`src/tswc_pkg.sv`:
```
// Shared types and constants of the thread share workload classifier.
package tswc_pkg;

    localparam int ID_W    = 22;
    localparam int RUN_W   = 64;
    localparam int PCT_W   = 7;
    localparam int CLS_W   = 2;
    localparam int CFG_A_W = 3;
    localparam int ACC_W   = 76;

    // Register indexes
    localparam logic [CFG_A_W-1:0] REG_SINGLE_ENTER = 3'd0;
    localparam logic [CFG_A_W-1:0] REG_SINGLE_EXIT  = 3'd1;
    localparam logic [CFG_A_W-1:0] REG_DUAL_ENTER   = 3'd2;
    localparam logic [CFG_A_W-1:0] REG_DUAL_EXIT    = 3'd3;
    localparam logic [CFG_A_W-1:0] REG_DUAL_MIN     = 3'd4;

    // Workload classes
    localparam logic [CLS_W-1:0] CLS_IDLE   = 2'd0;
    localparam logic [CLS_W-1:0] CLS_SINGLE = 2'd1;
    localparam logic [CLS_W-1:0] CLS_DUAL   = 2'd2;
    localparam logic [CLS_W-1:0] CLS_MULTI  = 2'd3;

    localparam logic [7:0]       PCT_SCALE       = 8'd100;
    localparam logic [PCT_W-1:0] DUAL_MIN_RESET  = 7'd30;

    typedef struct packed {
        logic [ID_W-1:0]  id;
        logic [RUN_W-1:0] run;
    } entry_t;

    typedef struct packed {
        logic             start;
        logic [RUN_W:0]   x;
        logic [PCT_W-1:0] t;
        logic [RUN_W-1:0] total;
    } cmp_req_t;

    typedef struct packed {
        logic done;
        logic above;
    } cmp_rsp_t;

endpackage

```
`src/tswc_pct_cmp.sv`:
```
// Shift-add unit that judges x*100 >= (t+1)*total, one add or subtract a cycle.
module tswc_pct_cmp
    import tswc_pkg::*;
(
    input  logic     clk,
    input  logic     rst_n,
    input  cmp_req_t req,
    output cmp_rsp_t rsp
);

    logic             busy_reg, busy_next;
    logic             phase_reg, phase_next;
    logic [3:0]       cnt_reg, cnt_next;
    logic [7:0]       mul_reg, mul_next;
    logic [ACC_W-1:0] op_reg, op_next;
    logic [ACC_W-1:0] acc_reg, acc_next;
    logic             done_reg, done_next;
    logic [RUN_W-1:0] total_reg, total_next;
    logic [7:0]       tp1_reg, tp1_next;

    always_comb
    begin
        busy_next  = busy_reg;
        phase_next = phase_reg;
        cnt_next   = cnt_reg;
        mul_next   = mul_reg;
        op_next    = op_reg;
        acc_next   = acc_reg;
        done_next  = 1'b0;
        total_next = total_reg;
        tp1_next   = tp1_reg;
        if (req.start)
        begin
            busy_next  = 1'b1;
            phase_next = 1'b0;
            cnt_next   = 4'd7;
            mul_next   = PCT_SCALE;
            op_next    = ACC_W'(req.x);
            acc_next   = '0;
            total_next = req.total;
            tp1_next   = {1'b0, req.t} + 8'd1;
        end
        else if (busy_reg)
        begin
            if (mul_reg[0])
            begin
                acc_next = phase_reg ? acc_reg - op_reg : acc_reg + op_reg;
            end
            op_next  = op_reg << 1;
            mul_next = mul_reg >> 1;
            cnt_next = cnt_reg - 4'd1;
            if (cnt_reg == 4'd1)
            begin
                if (!phase_reg)
                begin
                    // switch to subtracting (t+1)*total
                    phase_next = 1'b1;
                    cnt_next   = 4'd8;
                    op_next    = ACC_W'(total_reg);
                    mul_next   = tp1_reg;
                end
                else
                begin
                    busy_next = 1'b0;
                    done_next = 1'b1;
                end
            end
        end
    end

    always_ff @(posedge clk or negedge rst_n)
    begin
        if (!rst_n)
        begin
            busy_reg <= 1'b0;
            done_reg <= 1'b0;
        end
        else
        begin
            busy_reg <= busy_next;
            done_reg <= done_next;
        end
    end

    always_ff @(posedge clk)
    begin
        phase_reg <= phase_next;
        cnt_reg   <= cnt_next;
        mul_reg   <= mul_next;
        op_reg    <= op_next;
        acc_reg   <= acc_next;
        total_reg <= total_next;
        tp1_reg   <= tp1_next;
    end

    assign rsp.done  = done_reg;
    assign rsp.above = ~acc_reg[ACC_W-1];

endmodule

```
`config.mk`:
```
export PLATFORM = sky130hd
export DESIGN_NAME = tswc_pct_cmp
export DESIGN_NICKNAME = d
export VERILOG_FILES = /design/src/tswc_pkg.sv /design/src/tswc_pct_cmp.sv
export SDC_FILE = /design/constraint.sdc
export NUM_CORES = 1
export LEC_CHECK = 0
export ABC_AREA = 1
export BUFFER_PORTS_ARGS = -buffer_cell sky130_fd_sc_hd__buf_2
export CAP_MARGIN = 40
export CELL_PAD_IN_SITES_DETAIL_PLACEMENT = 0
export CELL_PAD_IN_SITES_GLOBAL_PLACEMENT = 1
export CORE_MARGIN = 5
export CORE_UTILIZATION = 40
export CTS_CLUSTER_DIAMETER = 30
export DETAILED_ROUTE_END_ITERATION = 10
export PLACE_DENSITY = 0.88
export SYNTH_ARGS = -nofsm -noshare
export SYNTH_HDL_FRONTEND = slang
export SYNTH_SLANG_ARGS = --single-unit
```
`constraint.sdc`:
```
create_clock -name clk -period 3.5 [get_ports clk]
set_clock_uncertainty 0.2 [all_clocks]
set_input_delay 0.35 -clock clk [delete_from_list [all_inputs] [get_ports clk]]
set_output_delay 0.35 -clock clk [all_outputs]
set_load 0.03 [all_outputs]
```
==> flow_metrics.tcl <==
set metrics [dict create \
    slew_viol_final 0 \
    outcome "finished, violations left" \
    drt_iter0_markers 1896 \
    dpl_worst_slack_ns -0.6962 \
    crit_type "register to register" \
    r2r-start "op_reg[5]" \
    drive_gt1_share_pct 39.96 \
    cp.required_ns 3.79 \
    min_path_type "input port to register" \
    synth_area_um2 18390 \
    post-synth-top-count-cell "nand2_1" \
    tritoncts "done" \
    grtUsageMet2_pct 48.13 \
    grt_overflow 0 \
    n_antenna_cell 0 \
    max_stage_delay_ns 0.48 \
    via_count 22399 \
    relSlewSlack_pct 53.97 \
    gpl.final_weighted_congestion 1.020 \
    grt_most_used_layer "met2" \
    grt_use_met1_pct 37.79 \
    dr.pass1.iters 6 \
    synth_edf_count 137 \
    crit_start "op_reg[5]" \
    synth_nets 3036 \
    area_delta_synth_final_pct 68.55 \
    leakage_nw 14.94 \
    grt_max_degree 154 \
    period_needed_ns 3.928 \
    drt-total-wl_um 80730 \
    fillers 3360 \
    multi_input_area_um2 13450 \
    yosys_register_bits 239 \
    first_global_vias 21645 \
    post-route-util_pct 68.29 \
    track_usage_pct 29.17 \
    syn_avg_cell_area_um2 6.526 \
    num_io_pins 141 \
    fmax_mhz 254.6 \
    cts.path.max_buffers 3 \
    worstPathArrival_ns 4.22 \
    root_buffer "clkbuf_16" \
    vias_per_cell 5.222 \
    reg2reg_depth 23 \
    crit_chain "nor2_2 -> nand2_2 -> nor2_4 -> nand2_4 -> buf_4 -> nor3_4 -> buf_6 -> nor2_1 -> xor2_1 -> ha_1 -> nand2_1 -> inv_2 -> buf_12 -> nand2_8 -> nor2_4 -> buf_4 -> buf_4 -> a21oi_4 -> nand2_4 -> buf_4 -> xor2_1 -> o21ai_1 -> inv_1" \
    synth_area_leaders "edfxtp_1, nand2_1, dfxtp_1" \
    antenna_left 0 \
    rows 78 \
    die_y_um 224.4 \
    regToRegEndpoint "acc_reg[37]" \
    async_reset_ff_share_pct 0.8368 \
    violations "setup timing" \
    finalNetCount 3847 \
    power.density_nw_per_um2 444.9 \
    fin_ws_ns -0.4284 \
    r2r_slack_ns -0.43 \
    synth_largest_area_cell "edfxtp_1" \
    synth_commonest_cells "nand2_1, inv_1, nor2_1" \
    place_area_um2 22960 \
    ir_drop_mv 0.4503 \
    crit_fanout 4 \
    antenna_found_initial 0 \
    setup_viol 55 \
    io_buffers 140 \
    grt_pass1_wl_um 116500 \
    crit_path_start_kind "register" \
    gr-usage-met3_pct 4.907 \
    report.power.total_mw 13.79 \
    tightest_slew_ns 0.6904 \
    seqCellArea_um2 6166 \
    wire_per_inst_um 18.82 \
    die_x_um 224.4 \
    finalCritPeriodShare_pct 112.2 \
    cpMostUsedCell "buf_4" \
    numCtsBuffers 75 \
    synth_cell_types 53 \
    ctsHtreeMaxLevel 3 \
    die-area_um2 50350 \
    ys_warn_count 0 \
    endpoint "acc_reg[37]" \
    rsz0062_at_grt "yes" \
    clock_latency_ns 0.62 \
    hpwl_um 53230 \
    core_area_um2 45380 \
    max_cap_violations 0 \
    fin_area_um2 30990 \
    critPathSlowestCell "edfxtp_1" \
    yosysTopAreaCellShare_pct 22.38 \
    route.detailed.drc 0 \
    finalHoldViolCount 0 \
    clkTransAtPathRegs_ns 0.05 \
    cp-end-kind "register" \
    clock_sinks 239 \
    yosysSeqAreaShare_pct 33.54 \
    start_util_pct 40.51 \
    synthCells 2817 \
    synth-main-ff-cell "edfxtp_1" \
]
## worst min path at each step
stage	from	end	cells after the start	slack [ns]
global placement	rst_n	done_reg	1	-0.04
global route	req[71]	op_reg[0]	3	0.03
CTS	req[71]	op_reg[0]	3	0.006
detailed placement	rst_n	done_reg	1	-0.04
finish	req[71]	op_reg[0]	3	0.03
floorplan	rst_n	busy_reg	0	-0.15
## through the flow
stage | std cells | setup TNS, ns | hold WS, ns
6_report | 4289 | -13.44 | 0.03120
5_1_grt | 4289 | -22.67 | 0.02738
3_5_place_dp | 3929 | -22.42 | -0.04225
4_1_cts | 4239 | -8.618 | 0.006102
3_3_place_gp | 3927 | -21.01 | -0.04420
2_1_floorplan | 2817 | 0 | -0.1456
## worst max-delay path: cells and delay by family, from the launching register on
kind            cells  cell delay [ns]
compound gates      2             0.31
buf+inv             8             0.98
simple gates       10             1.13
flops               1             0.48
xor+xnor            2             0.36
fa+ha+maj           1             0.34
## cell usage in the layout, fill, tap and decap left out, drive strengths merged, types with 20 or more instances in the layout
cell,n
dlygate4sd3,139
edfxtp,137
nand3,115
nor3,20
buf,662
ha,79
nand4,28
nand2,807
dfxtp,100
a21oi,114
clkbuf,95
o21ai,231
xor2,113
inv,501
nor2,413
clkinv,28
## layout make-up
| type | instances | share of cell area (%) |
|---|---|---|
| Tap cell | 600 | 2.423 |
| Timing Repair Buffer | 802 | 20.19 |
| Inverter | 497 | 6.105 |
| Sequential cell | 239 | 19.90 |
| Clock inverter | 44 | 1.425 |
| Multi-Input combinational cell | 2013 | 43.41 |
| Clock buffer | 94 | 6.549 |
## timing repair
item                                    4_1_cts  5_1_grt
pin swaps                                   106      203
endpoints found under the setup margin       58       64
hold endpoints to repair                    150        0
hold buffers                                139        0
resized for setup                           370      541
buffers inserted                             34       53
## cell families (layout without fill, tap and decap cells)
group | after synthesis | after routing | share of synthesized area, %
XOR/XNOR | 120 | 120 | 5.717
AO/OA/AOI/OAI | 401 | 401 | 11.82
adder cells (fa/ha/maj) | 80 | 80 | 5.485
buffers and inverters | 565 | 1437 | 11.66
AND/OR/NAND/NOR | 1412 | 1412 | 31.77
flip-flops | 239 | 239 | 33.54
## metal layers
metal  wire [um]  vias to the layer above  part of all wire (%)
met5           0                        -                     0
met3        6551                      264                   8.1
met2       38070                     1116                    47
li1            -                    10545                     -
met4        3944                        0                   4.9
met1       32160                    10474                    40
## report_power, final
| group | switching [mW] | total [mW] | internal (mW) | leakage, nW |
|---|---|---|---|---|
| clock | 2.14 | 6.55 | 4.41 | 1.19 |
| combinational | 2.14 | 3.85 | 1.71 | 11.5 |
| sequential | 0.162 | 3.39 | 3.23 | 2.26 |
Power figures use the tool's default switching activity.
